--- config.mk ---
export PLATFORM = sky130hd
export DESIGN_NAME = event_ring_log_flat
export DESIGN_NICKNAME = d
export VERILOG_FILES = /design/src/rtl/erl_pkg.sv /design/src/rtl/erl_if.sv /design/src/rtl/erl_ctrl.sv /design/src/rtl/erl_dp.sv /design/src/rtl/event_ring_log.sv /design/src/flat_wrapper.sv
export SDC_FILE = /design/constraint.sdc
export NUM_CORES = 2
export LEC_CHECK = 0
export ABC_AREA = 1
export BUFFER_PORTS_ARGS = -buffer_cell sky130_fd_sc_hd__buf_2
export CORE_ASPECT_RATIO = 1.75
export CORE_MARGIN = 10
export CORE_UTILIZATION = 30
export CTS_CLUSTER_DIAMETER = 30
export CTS_CLUSTER_SIZE = 16
export DETAILED_ROUTE_END_ITERATION = 8
export PLACE_DENSITY = 0.4
export SLEW_MARGIN = 20
export SYNTH_ARGS = -nofsm -noshare
export SYNTH_HDL_FRONTEND = slang
export SYNTH_HIERARCHICAL = 1
export SYNTH_SLANG_ARGS = --single-unit
--- constraint.sdc ---
create_clock -name clk -period 9.5 [get_ports clk]
set_input_delay 0 -clock clk [delete_from_list [all_inputs] [get_ports clk]]
set_output_delay 0 -clock clk [all_outputs]
set_load 0.05 [all_outputs]
--- src/rtl/erl_pkg.sv ---
`default_nettype none
package erl_pkg;

  localparam int CAPACITY = 32;
  localparam int ADDR_W   = $clog2(CAPACITY);
  localparam int CNT_W    = $clog2(CAPACITY + 1);

  localparam int KIND_W = 3;
  localparam int TYPE_W = 8;
  localparam int TIME_W = 32;
  localparam int POS_W  = 8;
  localparam int AMT_W  = 8;
  localparam int STAT_W = 3;
  localparam int FILL_W = 6;

  // Highest event type a restore accepts
  localparam logic [TYPE_W-1:0] RESTORE_TYPE_MAX = 8'd3;

  // Command kinds
  localparam logic [KIND_W-1:0] K_APPEND     = 3'd0;
  localparam logic [KIND_W-1:0] K_READ       = 3'd1;
  localparam logic [KIND_W-1:0] K_PURGE      = 3'd2;
  localparam logic [KIND_W-1:0] K_DUMP       = 3'd3;
  localparam logic [KIND_W-1:0] K_RST_START  = 3'd4;
  localparam logic [KIND_W-1:0] K_RST_EVENT  = 3'd5;

  // Result status codes
  localparam logic [STAT_W-1:0] ST_OK           = 3'd0;
  localparam logic [STAT_W-1:0] ST_FULL         = 3'd1;
  localparam logic [STAT_W-1:0] ST_BAD_POS      = 3'd2;
  localparam logic [STAT_W-1:0] ST_PURGE_MANY   = 3'd3;
  localparam logic [STAT_W-1:0] ST_RESTORE_MANY = 3'd4;
  localparam logic [STAT_W-1:0] ST_BAD_TYPE     = 3'd5;
  localparam logic [STAT_W-1:0] ST_UNEXPECTED   = 3'd6;

  typedef struct packed {
    logic load;     // capture the request word
    logic exec;     // carry out the captured command
    logic fetch;    // move read data into the result register
    logic advance;  // step the dump to the next entry
  } erl_cmd_t;

  typedef struct packed {
    logic need_read;  // command needs a table read before its result
    logic no_result;  // command produces no result (empty dump)
    logic more;       // dump has entries after the current one
  } erl_stat_t;

  // (base + off) mod CAPACITY, for base < CAPACITY and off <= CAPACITY
  function automatic logic [ADDR_W-1:0] ring_add(input logic [ADDR_W-1:0] base,
                                                input logic [CNT_W-1:0]  off);
    logic [CNT_W:0] s;
    s = {{(CNT_W + 1 - ADDR_W){1'b0}}, base} + {1'b0, off};
    if (s >= (CNT_W + 1)'(CAPACITY)) s = s - (CNT_W + 1)'(CAPACITY);
    return s[ADDR_W-1:0];
  endfunction

endpackage
`default_nettype wire

--- src/rtl/erl_if.sv ---
`default_nettype none
interface erl_req_if import erl_pkg::*; ();
  logic              valid;
  logic              ready;
  logic [KIND_W-1:0] kind;
  logic [TYPE_W-1:0] event_type;
  logic [TIME_W-1:0] timestamp;
  logic [POS_W-1:0]  position;
  logic [AMT_W-1:0]  amount;

  modport source (output valid, kind, event_type, timestamp, position, amount,
                  input ready);
  modport sink   (input valid, kind, event_type, timestamp, position, amount,
                  output ready);
endinterface

interface erl_rsp_if import erl_pkg::*; ();
  logic              valid;
  logic              ready;
  logic [STAT_W-1:0] status;
  logic [TYPE_W-1:0] out_type;
  logic [TIME_W-1:0] out_time;
  logic [FILL_W-1:0] fill;
  logic              last;

  modport source (output valid, status, out_type, out_time, fill, last,
                  input ready);
  modport sink   (input valid, status, out_type, out_time, fill, last,
                  output ready);
endinterface
`default_nettype wire

--- src/rtl/erl_ctrl.sv ---
`default_nettype none
module erl_ctrl import erl_pkg::*; (
  input  wire logic      clk,
  input  wire logic      rst,
  input  wire logic      in_valid,
  input  wire logic      out_ready,
  input  wire erl_stat_t stat,
  output logic           in_ready,
  output logic           out_valid,
  output erl_cmd_t       cmd
);

  localparam logic [1:0] S_IDLE = 2'd0;
  localparam logic [1:0] S_EXEC = 2'd1;
  localparam logic [1:0] S_READ = 2'd2;
  localparam logic [1:0] S_OUT  = 2'd3;

  logic [1:0] state;
  logic [1:0] state_next;

  always_comb begin
    state_next  = state;
    cmd         = '0;
    in_ready    = 1'b0;
    out_valid   = 1'b0;
    unique case (state)
      S_IDLE: begin
        in_ready = 1'b1;
        if (in_valid) begin
          cmd.load   = 1'b1;
          state_next = S_EXEC;
        end
      end
      S_EXEC: begin
        cmd.exec = 1'b1;
        priority if (stat.no_result) state_next = S_IDLE;
        else if (stat.need_read)     state_next = S_READ;
        else                         state_next = S_OUT;
      end
      S_READ: begin
        cmd.fetch  = 1'b1;
        state_next = S_OUT;
      end
      S_OUT: begin
        out_valid = 1'b1;
        if (out_ready) begin
          if (stat.more) begin
            cmd.advance = 1'b1;
            state_next  = S_READ;
          end else begin
            state_next = S_IDLE;
          end
        end
      end
      default: state_next = S_IDLE;
    endcase
  end

  always_ff @(posedge clk) begin
    if (rst) state <= S_IDLE;
    else     state <= state_next;
  end

  a_load_then_exec: assert property (@(posedge clk) disable iff (rst)
    cmd.load |=> cmd.exec)
    else $error("captured word not executed next cycle");

  a_fetch_then_out: assert property (@(posedge clk) disable iff (rst)
    cmd.fetch |=> out_valid)
    else $error("read data fetched but no result offered");

endmodule
`default_nettype wire

--- src/rtl/erl_dp.sv ---
`default_nettype none
module erl_dp import erl_pkg::*; (
  input  wire logic              clk,
  input  wire logic              rst,
  input  wire erl_cmd_t          cmd,
  input  wire logic [KIND_W-1:0] kind,
  input  wire logic [TYPE_W-1:0] event_type,
  input  wire logic [TIME_W-1:0] timestamp,
  input  wire logic [POS_W-1:0]  position,
  input  wire logic [AMT_W-1:0]  amount,
  output erl_stat_t              stat,
  output logic [STAT_W-1:0]      status,
  output logic [TYPE_W-1:0]      out_type,
  output logic [TIME_W-1:0]      out_time,
  output logic [FILL_W-1:0]      fill,
  output logic                   last
);

  // captured request
  logic [KIND_W-1:0] kind_q;
  logic [TYPE_W-1:0] type_q;
  logic [TIME_W-1:0] time_q;
  logic [POS_W-1:0]  pos_q;
  logic [AMT_W-1:0]  amt_q;

  // log state
  logic [ADDR_W-1:0] head, head_next;
  logic [CNT_W-1:0]  held, held_next;
  logic              restoring, restoring_next;
  logic [CNT_W-1:0]  restore_pos, restore_pos_next;
  logic [CNT_W-1:0]  restore_total, restore_total_next;
  logic [CNT_W-1:0]  idx;
  logic [CNT_W-1:0]  idx_inc;
  logic [CNT_W-1:0]  rpos_inc;

  // table
  logic [TYPE_W+TIME_W-1:0] mem [CAPACITY];
  logic [TYPE_W+TIME_W-1:0] rd_data;
  logic                     wr_en, rd_en;
  logic [ADDR_W-1:0]        wr_addr, rd_addr;
  logic [STAT_W-1:0]        res_status;

  logic pos_ok;

  assign idx_inc  = idx + CNT_W'(1);
  assign rpos_inc = restore_pos + CNT_W'(1);
  assign pos_ok   = pos_q < POS_W'(CAPACITY);

  assign stat.need_read = ((kind_q == K_READ) && pos_ok) ||
                          ((kind_q == K_DUMP) && (held != '0));
  assign stat.no_result = (kind_q == K_DUMP) && (held == '0);
  assign stat.more      = (kind_q == K_DUMP) && (idx_inc != held);

  always_comb begin
    head_next          = head;
    held_next          = held;
    restoring_next     = restoring;
    restore_pos_next   = restore_pos;
    restore_total_next = restore_total;
    wr_en              = 1'b0;
    wr_addr            = ring_add(head, held);
    rd_en              = 1'b0;
    rd_addr            = head;
    res_status         = ST_OK;
    if (cmd.exec) begin
      unique case (kind_q)
        K_APPEND: begin
          if (held >= CNT_W'(CAPACITY)) begin
            res_status = ST_FULL;
          end else begin
            wr_en     = 1'b1;
            held_next = held + CNT_W'(1);
          end
        end
        K_READ: begin
          if (!pos_ok) begin
            res_status = ST_BAD_POS;
          end else begin
            rd_en   = 1'b1;
            rd_addr = ring_add(head, pos_q[CNT_W-1:0]);
          end
        end
        K_PURGE: begin
          if (amt_q > AMT_W'(held)) begin
            res_status = ST_PURGE_MANY;
          end else begin
            head_next = ring_add(head, amt_q[CNT_W-1:0]);
            held_next = held - amt_q[CNT_W-1:0];
          end
        end
        K_DUMP: begin
          rd_en = held != '0;
        end
        K_RST_START: begin
          if (amt_q > AMT_W'(CAPACITY)) begin
            res_status = ST_RESTORE_MANY;
          end else begin
            held_next          = amt_q[CNT_W-1:0];
            head_next          = '0;
            restore_pos_next   = '0;
            restore_total_next = amt_q[CNT_W-1:0];
            restoring_next     = amt_q != '0;
          end
        end
        K_RST_EVENT: begin
          priority if (!restoring) begin
            res_status = ST_UNEXPECTED;
          end else if (type_q > RESTORE_TYPE_MAX) begin
            res_status       = ST_BAD_TYPE;
            held_next        = '0;
            head_next        = '0;
            restoring_next   = 1'b0;
            restore_pos_next = '0;
          end else begin
            wr_en            = 1'b1;
            wr_addr          = restore_pos[ADDR_W-1:0];
            restore_pos_next = rpos_inc;
            if (rpos_inc >= restore_total) restoring_next = 1'b0;
          end
        end
        default: res_status = ST_OK;
      endcase
    end
    if (cmd.advance) begin
      rd_en   = 1'b1;
      rd_addr = ring_add(head, idx_inc);
    end
  end

  always_ff @(posedge clk) begin
    if (wr_en) mem[wr_addr] <= {type_q, time_q};
    if (rd_en) rd_data <= mem[rd_addr];
  end

  always_ff @(posedge clk) begin
    if (cmd.load) begin
      kind_q <= kind;
      type_q <= event_type;
      time_q <= timestamp;
      pos_q  <= position;
      amt_q  <= amount;
    end
    if (cmd.exec && !stat.need_read && !stat.no_result) begin
      status   <= res_status;
      out_type <= '0;
      out_time <= '0;
      fill     <= FILL_W'(held_next);
      last     <= 1'b1;
    end else if (cmd.fetch) begin
      status   <= ST_OK;
      out_type <= rd_data[TYPE_W+TIME_W-1:TIME_W];
      out_time <= rd_data[TIME_W-1:0];
      fill     <= FILL_W'(held);
      last     <= !stat.more;
    end
  end

  always_ff @(posedge clk) begin
    if (rst) begin
      head          <= '0;
      held          <= '0;
      restoring     <= 1'b0;
      restore_pos   <= '0;
      restore_total <= '0;
      idx           <= '0;
    end else begin
      head          <= head_next;
      held          <= held_next;
      restoring     <= restoring_next;
      restore_pos   <= restore_pos_next;
      restore_total <= restore_total_next;
      if (cmd.exec)         idx <= '0;
      else if (cmd.advance) idx <= idx_inc;
    end
  end

  a_held_bound: assert property (@(posedge clk) disable iff (rst)
    held <= CNT_W'(CAPACITY))
    else $error("log holds more than its capacity");

  a_restore_range: assert property (@(posedge clk) disable iff (rst)
    restoring |-> (restore_pos < restore_total))
    else $error("pending restore past its count");

  a_fetch_after_read: assert property (@(posedge clk) disable iff (rst)
    cmd.fetch |-> $past(rd_en))
    else $error("result fetched without a table read");

endmodule
`default_nettype wire

--- src/rtl/event_ring_log.sv ---
`default_nettype none
// Circular log of (event type, timestamp) words, up to 32 entries, oldest
// at head. A request word carries a kind: append, read by position from
// the oldest entry, purge from the oldest end, dump of every held entry,
// restore start (count) and restore event (one entry). Each request gives
// one result word with last set, except dump, which gives one word per held
// entry, oldest first, last set on the final one, and nothing on an empty
// log. The block takes one request at a time: a request that needs no
// table read passes capture, execute and present, where its result is
// offered until taken, then goes back to idle; a read also passes the
// registered table port; a dump passes capture and execute, then every
// entry goes through the single read port and the result register; an
// empty dump goes back to idle after execute.
// Backpressure on the result side simply holds the word.
// Table contents have no reset; reading a slot never written returns
// undefined data. Unused kinds give one OK result and change nothing.
module event_ring_log import erl_pkg::*; (
  input wire logic  clk,
  input wire logic  rst,
  erl_req_if.sink   req,
  erl_rsp_if.source rsp
);

  erl_cmd_t  cmd;
  erl_stat_t stat;

  // sequencing: capture, execute, table read, result hand-off
  erl_ctrl u_ctrl (
    .clk       (clk),
    .rst       (rst),
    .in_valid  (req.valid),
    .out_ready (rsp.ready),
    .stat      (stat),
    .in_ready  (req.ready),
    .out_valid (rsp.valid),
    .cmd       (cmd)
  );

  // ring pointers, restore tracking, event table and result register
  erl_dp u_dp (
    .clk        (clk),
    .rst        (rst),
    .cmd        (cmd),
    .kind       (req.kind),
    .event_type (req.event_type),
    .timestamp  (req.timestamp),
    .position   (req.position),
    .amount     (req.amount),
    .stat       (stat),
    .status     (rsp.status),
    .out_type   (rsp.out_type),
    .out_time   (rsp.out_time),
    .fill       (rsp.fill),
    .last       (rsp.last)
  );

endmodule
`default_nettype wire
--- src/flat_wrapper.sv ---
// flat-port wrapper written by rule: the top's interface ports become plain ports
module event_ring_log_flat import erl_pkg::*;
  (clk, rst, req_valid, req_kind, req_event_type, req_timestamp, req_position, req_amount, req_ready, rsp_valid, rsp_status, rsp_out_type, rsp_out_time, rsp_fill, rsp_last, rsp_ready);
  erl_req_if req_i ();
  erl_rsp_if rsp_i ();
  input wire logic clk;
  input wire logic rst;
  input wire logic [$bits(req_i.valid)-1:0] req_valid;
  input wire logic [$bits(req_i.kind)-1:0] req_kind;
  input wire logic [$bits(req_i.event_type)-1:0] req_event_type;
  input wire logic [$bits(req_i.timestamp)-1:0] req_timestamp;
  input wire logic [$bits(req_i.position)-1:0] req_position;
  input wire logic [$bits(req_i.amount)-1:0] req_amount;
  output wire logic [$bits(req_i.ready)-1:0] req_ready;
  output wire logic [$bits(rsp_i.valid)-1:0] rsp_valid;
  output wire logic [$bits(rsp_i.status)-1:0] rsp_status;
  output wire logic [$bits(rsp_i.out_type)-1:0] rsp_out_type;
  output wire logic [$bits(rsp_i.out_time)-1:0] rsp_out_time;
  output wire logic [$bits(rsp_i.fill)-1:0] rsp_fill;
  output wire logic [$bits(rsp_i.last)-1:0] rsp_last;
  input wire logic [$bits(rsp_i.ready)-1:0] rsp_ready;
  assign req_i.valid = req_valid;
  assign req_i.kind = req_kind;
  assign req_i.event_type = req_event_type;
  assign req_i.timestamp = req_timestamp;
  assign req_i.position = req_position;
  assign req_i.amount = req_amount;
  assign req_ready = req_i.ready;
  assign rsp_valid = rsp_i.valid;
  assign rsp_status = rsp_i.status;
  assign rsp_out_type = rsp_i.out_type;
  assign rsp_out_time = rsp_i.out_time;
  assign rsp_fill = rsp_i.fill;
  assign rsp_last = rsp_i.last;
  assign rsp_i.ready = rsp_ready;
  event_ring_log u_core (.clk(clk), .rst(rst), .req(req_i), .rsp(rsp_i));
endmodule
## Word-level counts from Yosys, hierarchy flattened

Memories as Yosys holds them, arrays and structs flattened. A register that Yosys moved wholly into a read port is not among the register bits.
Index checks and enable logic that the tools add are counted.

| word-level totals | value |
|---|---|
| flip-flop bits (word level) | 141 |
| memory bits (writable) | 1280 |
| input bits | 63 |
| output and inout bits | 52 |
| memories | 1 |

Memories:

| name | words | width | read ports | clocked after Yosys merged registers in | wr ports | RTL line | text |
|---|---|---|---|---|---|---|---|
| u_core.u_dp.mem | 32 | 40 | 1 | 1 | 1 | erl_dp.sv:37 | `logic [TYPE_W+TIME_W-1:0] mem [CAPACITY];` |

| cells by class | value |
|---|---|
| $add $sub $neg | 12 |
| $lt $le $gt $ge | 10 |
| equal/unequal tests | 15 |
| mux-type cells | 71 |
| bitwise logic cells | 1 |
| reduce and logical (&&, ||, !) cells | 24 |

Operator list:

| cell | count |
|---|---|
| $mux 5 | 16 |
| $mux 6 | 11 |
| $add 5x6->7 | 4 |
| $ge 7x6->1 const B | 4 |
| $mux 1 | 24 |
| $pmux 6 s4 | 1 |
| $sub 5x1->5 const B | 4 |
| $add 6x1->6 const B | 3 |
| $mux 3 | 6 |
| $pmux 3 s5 | 1 |
| $pmux 5 s3 | 1 |
| $mux 2 | 6 |
| $ne 2x2->1 const B | 6 |
| $pmux 6 s2 | 1 |
| $gt 8x2->1 const B | 1 |
| $gt 8x6->1 | 1 |
| $gt 8x6->1 const B | 1 |
| $lt 8x6->1 const B | 1 |
| $pmux 2 s4 | 1 |
| $reduce_bool 8->1 | 1 |
| $eq 3x2->1 const B | 2 |
| $eq 3x3->1 const B | 2 |
| $ge 6x6->1 | 1 |
| $ge 6x6->1 const B | 1 |
| other kinds (21) | 33 |

## Logic depth before layout (Yosys ltp)

| depth | value |
|---|---|
| word-level depth | 7 |
| mapped depth | 24 |
| mapped depth without buffers | 20 |

## Cells and area by module

The synthesis kept the hierarchy.

By module, submodules not included:

| module | instances | cells an instance | area each (µm²) | seq. area each (µm²) |
|---|---|---|---|---|
| erl_dp | 1 | 6273 | 64192.8 | 43101.3 |
| erl_ctrl | 1 | 27 | 143.9 | 40.0 |

## Least setup slack after synthesis

No wires, ideal clock.

| timing path | value |
|---|---|
| kind | reg-to-reg |
| start | register u_core.u_ctrl.state[1] |
| end | register u_core.u_dp.amt_q[0], enable pin |
| setup time | 549 ps |
| arrival | 4412 ps |
| setup slack | 4540 ps |
| cell stages (with the launch flop) | 2 |
| buffers on the path | 0 |
| period minus slack after synthesis | 4960 ps |
| path through | dfxtp_1 nor3_1 |

RTL lines:

| item | RTL line | text |
|---|---|---|
| start: declaration | erl_ctrl.sv:18 | `logic [1:0] state;` |
| start signal: assignment | erl_ctrl.sv:61 | `else state <= state_next;` |
| end signal: assignment | erl_dp.sv:141 | `amt_q <= amount;` |
| end: declaration | erl_dp.sv:24 | `logic [AMT_W-1:0] amt_q;` |

==> impl_metrics.json <==
{
  "combPwrFrac": 0.064,
  "final_util": 0.372,
  "io_pins": 115,
  "grt_max_degree": 174,
  "maxSlewViolCount": 0,
  "cts-root-buf": "clkbuf_16",
  "first_pass_iters": 6,
  "vias": 45700,
  "port_buffers": 114,
  "reg2regPathDepth": 19,
  "dr.first_iter.drc_count": 3323,
  "crit_type": "register to register",
  "max_freq_ghz": 0.178,
  "synth_enable_flop_cells": 1388,
  "hold_depth": 2,
  "p_seq_frac": 0.393,
  "post_drt_wl_per_cell_um": 23.3,
  "mostFrequentLayoutCell": "nand3_1",
  "placed_cells": 9012,
  "crit_path_start_kind": "register",
  "yosysWarnings": 6,
  "hpwlAfterDp_um": 113000,
  "p_clk_frac": 0.543,
  "drive_gt1_frac": 0.108,
  "worstPathMaxFanout": 99,
  "ir_worst_vdd_mv": 0.163,
  "pwr_density_cell_nw_per_um2": 237,
  "maxCapViolations": 0,
  "start_util": 0.302,
  "grt_overflow_total": 0,
  "tns_ns": 0,
  "required_ns": 10.05,
  "nets": 6710,
  "antenna_found_initial": 6,
  "worstPathArrival_ns": 6.18,
  "intPower_uw": 14200,
  "final-setup-viol-count": 0,
  "avgViaCountPerCell": 4.73,
  "skew_ns": 0.0554,
  "switchingPower_uw": 4530,
  "synthCells": 6300,
  "ys_seq_area_frac": 0.671,
  "hold_class": "input port to register",
  "post_cts_resize_count": 0,
  "fin_crit_sh": 0.593,
  "rows": 224,
  "seq_area_um2": 43100,
  "numCtsBuffers": 285,
  "n_fill_cell": 21100,
  "ys_types": 38,
  "layout.cells.non_filler": 9655,
  "grt_pass1_vias": 46000,
  "clock-sinks": 1461,
  "relSlewSlack": 0.213,
  "wl_um": 225000,
  "status": "finished clean",
  "switching_share": 0.241,
  "synth_flop_cell": "edfxtp_1",
  "grt_pass1_wl_um": 326000,
  "htree_levels": 5,
  "multi_input_area_um2": 14800,
  "hold_viol": 0,
  "layout_min_cycle_time_ns": 5.63,
  "fp.dieH_um": 633,
  "place_congestion": 0.797,
  "async_flop_share": 0,
  "coreArea_um2": 213000,
  "worst_pin_slew_ns": 1.18,
  "die_w_um": 370,
  "avgSynthCellArea_um2": 10.2,
  "cts_tree": "yes",
  "grt_usage": 0.189,
  "mostFrequentLayoutCells": "nand3_1 (1,513), edfxtp_1 (1,388), inv_1 (1,374)",
  "end_kind": "register",
  "clock_latency_ns": 0.84,
  "ant_nets": 0,
  "rsz0062_at_grt": "no",
  "clkTransAtPathRegs_ns": 0.05,
  "area_growth_pct": 23.0,
  "synth_fp_nets": 6405,
  "clockBufferDepth": 4,
  "fp.dieArea_um2": 234000,
  "finalInstanceArea_um2": 79200,
  "place_area_um2": 68200,
  "remaining_drc_errors": 0,
  "ys_seq_elements": 1461,
  "p_leak_uw": 0.0335,
  "syn-cell-area_um2": 64300
}
-- cell usage after synthesis (7+ instances only) --
library cell / n / share of area
nand4_1: 10 / 0.00097
a21oi_1: 49 / 0.0038
nor2_1: 67 / 0.0039
ha_1: 37 / 0.0072
xnor2_1: 8 / 0.0011
inv_1: 1376 / 0.080
nand2_1: 1348 / 0.079
buf_1: 26 / 0.0015
clkbuf_1: 83 / 0.0048
nand3_1: 1514 / 0.12
buf_2: 192 / 0.015
buf_4: 22 / 0.0026
xor2_1: 14 / 0.0019
nor3_1: 7 / 0.00054
edfxtp_1: 1388 / 0.65
o21ai_0: 32 / 0.0025
a211oi_1: 7 / 0.00082
dfxtp_1: 73 / 0.023
-- sequential cells by signal (all words and copies together) (netlist names), 2 cells and up --
register                   cells
u_core/u_ctrl/state            2
u_core/u_dp/amt_q              8
u_core/u_dp/fill               6
u_core/u_dp/head               5
u_core/u_dp/held               6
u_core/u_dp/idx                6
u_core/u_dp/kind_q             3
u_core/u_dp/mem             1280
u_core/u_dp/out_time          32
u_core/u_dp/out_type           8
u_core/u_dp/pos_q              8
u_core/u_dp/rd_data           40
u_core/u_dp/restore_pos        6
u_core/u_dp/restore_total      6
u_core/u_dp/status             3
u_core/u_dp/time_q            32
u_core/u_dp/type_q             8
-- layout make-up --
type / instances / share of cell area
multi-input combinational: 3134 / 0.187
clock buffer: 322 / 0.0949
antenna: 2 / 0.0000632
sequential: 1461 / 0.545
tap: 2825 / 0.0446
timing repair buffer: 342 / 0.0361
inverter: 1381 / 0.0657
clock inverter: 188 / 0.0267
-- repair_timing --
action,CTS,global route
hold endpoints to repair,120,0
hold buffers,119,0
setup buffers,0,0
-- through the flow --
| step | hold WS (ns) | power, µW | setup WS, ns |
|---|---|---|---|
| final | 0.0381 | 18800 | 3.87 |
| after global routing | 0.0265 | 19400 | 3.34 |
| after CTS | 0.0105 | 19000 | 3.76 |
| after detailed placement | 0.178 | 8660 | 3.81 |
| after global placement | 0.177 | 8660 | 3.86 |
| after floorplan | 0.0691 | 8170 | 4.54 |
-- cells by family after synthesis --
| group | Yosys count | share of synthesized area |
|---|---|---|
| AO/OA/AOI/OAI | 109 | 0.00943 |
| XOR/XNOR | 22 | 0.00300 |
| adder cells (fa/ha/maj) | 42 | 0.00875 |
| buffers and inverters | 1705 | 0.105 |
| flip-flops | 1461 | 0.671 |
| AND/OR/NAND/NOR | 2961 | 0.204 |
-- worst max-delay path, cell delays in order (launching register included) --
cell	delay, ns
dfxtp_1	0.42
ha_1	0.22
nand3_1	0.11
xor2_1	0.45
xor2_1	0.18
a31oi_1	0.13
nand2_1	0.08
nor2_1	0.04
buf_4	0.19
inv_2	0.21
nand3_4	0.74
nand2_8	1.05
buf_4	0.71
nand2_1	0.10
nand3_1	0.10
nand3_1	0.10
nand3_1	0.23
nand2_1	0.08
nand2_1	0.07
nand2_1	0.07
-- path summary, 6_finish.rpt --
path                           startpoint  slack [ns]                      endpoint
min                     req_timestamp[23]        0.04        u_core/u_dp/time_q[23]
min reg2reg  u_core/u_dp/restore_total[4]        0.46  u_core/u_dp/restore_total[4]
max reg2reg            u_core/u_dp/idx[0]        3.87       u_core/u_dp/rd_data[27]
max                    u_core/u_dp/idx[0]        3.87       u_core/u_dp/rd_data[27]
-- power by group through the flow --
stage | Sequential (µW) | Combinational [µW] | Clock, µW
final | 7360 | 1200 | 10200
after floorplan | 7660 | 515 | 0
after global placement | 7520 | 1140 | 0
after global routing | 7380 | 1320 | 10700
after detailed placement | 7520 | 1140 | 0
after CTS | 7400 | 1180 | 10400
-- routing by layer --
layer | vias up | share of wire | global-route usage | routed length, µm
met5 | - | 0 | 0 | 0
met4 | 0 | 0.033 | 0.0648 | 7320
met3 | 422 | 0.043 | 0.0255 | 9700
met2 | 1165 | 0.51 | 0.338 | 115000
met1 | 22800 | 0.41 | 0.230 | 93200
li1 | 21200 | - | - | -
Note: power is estimated with default switching activity, not from simulation.
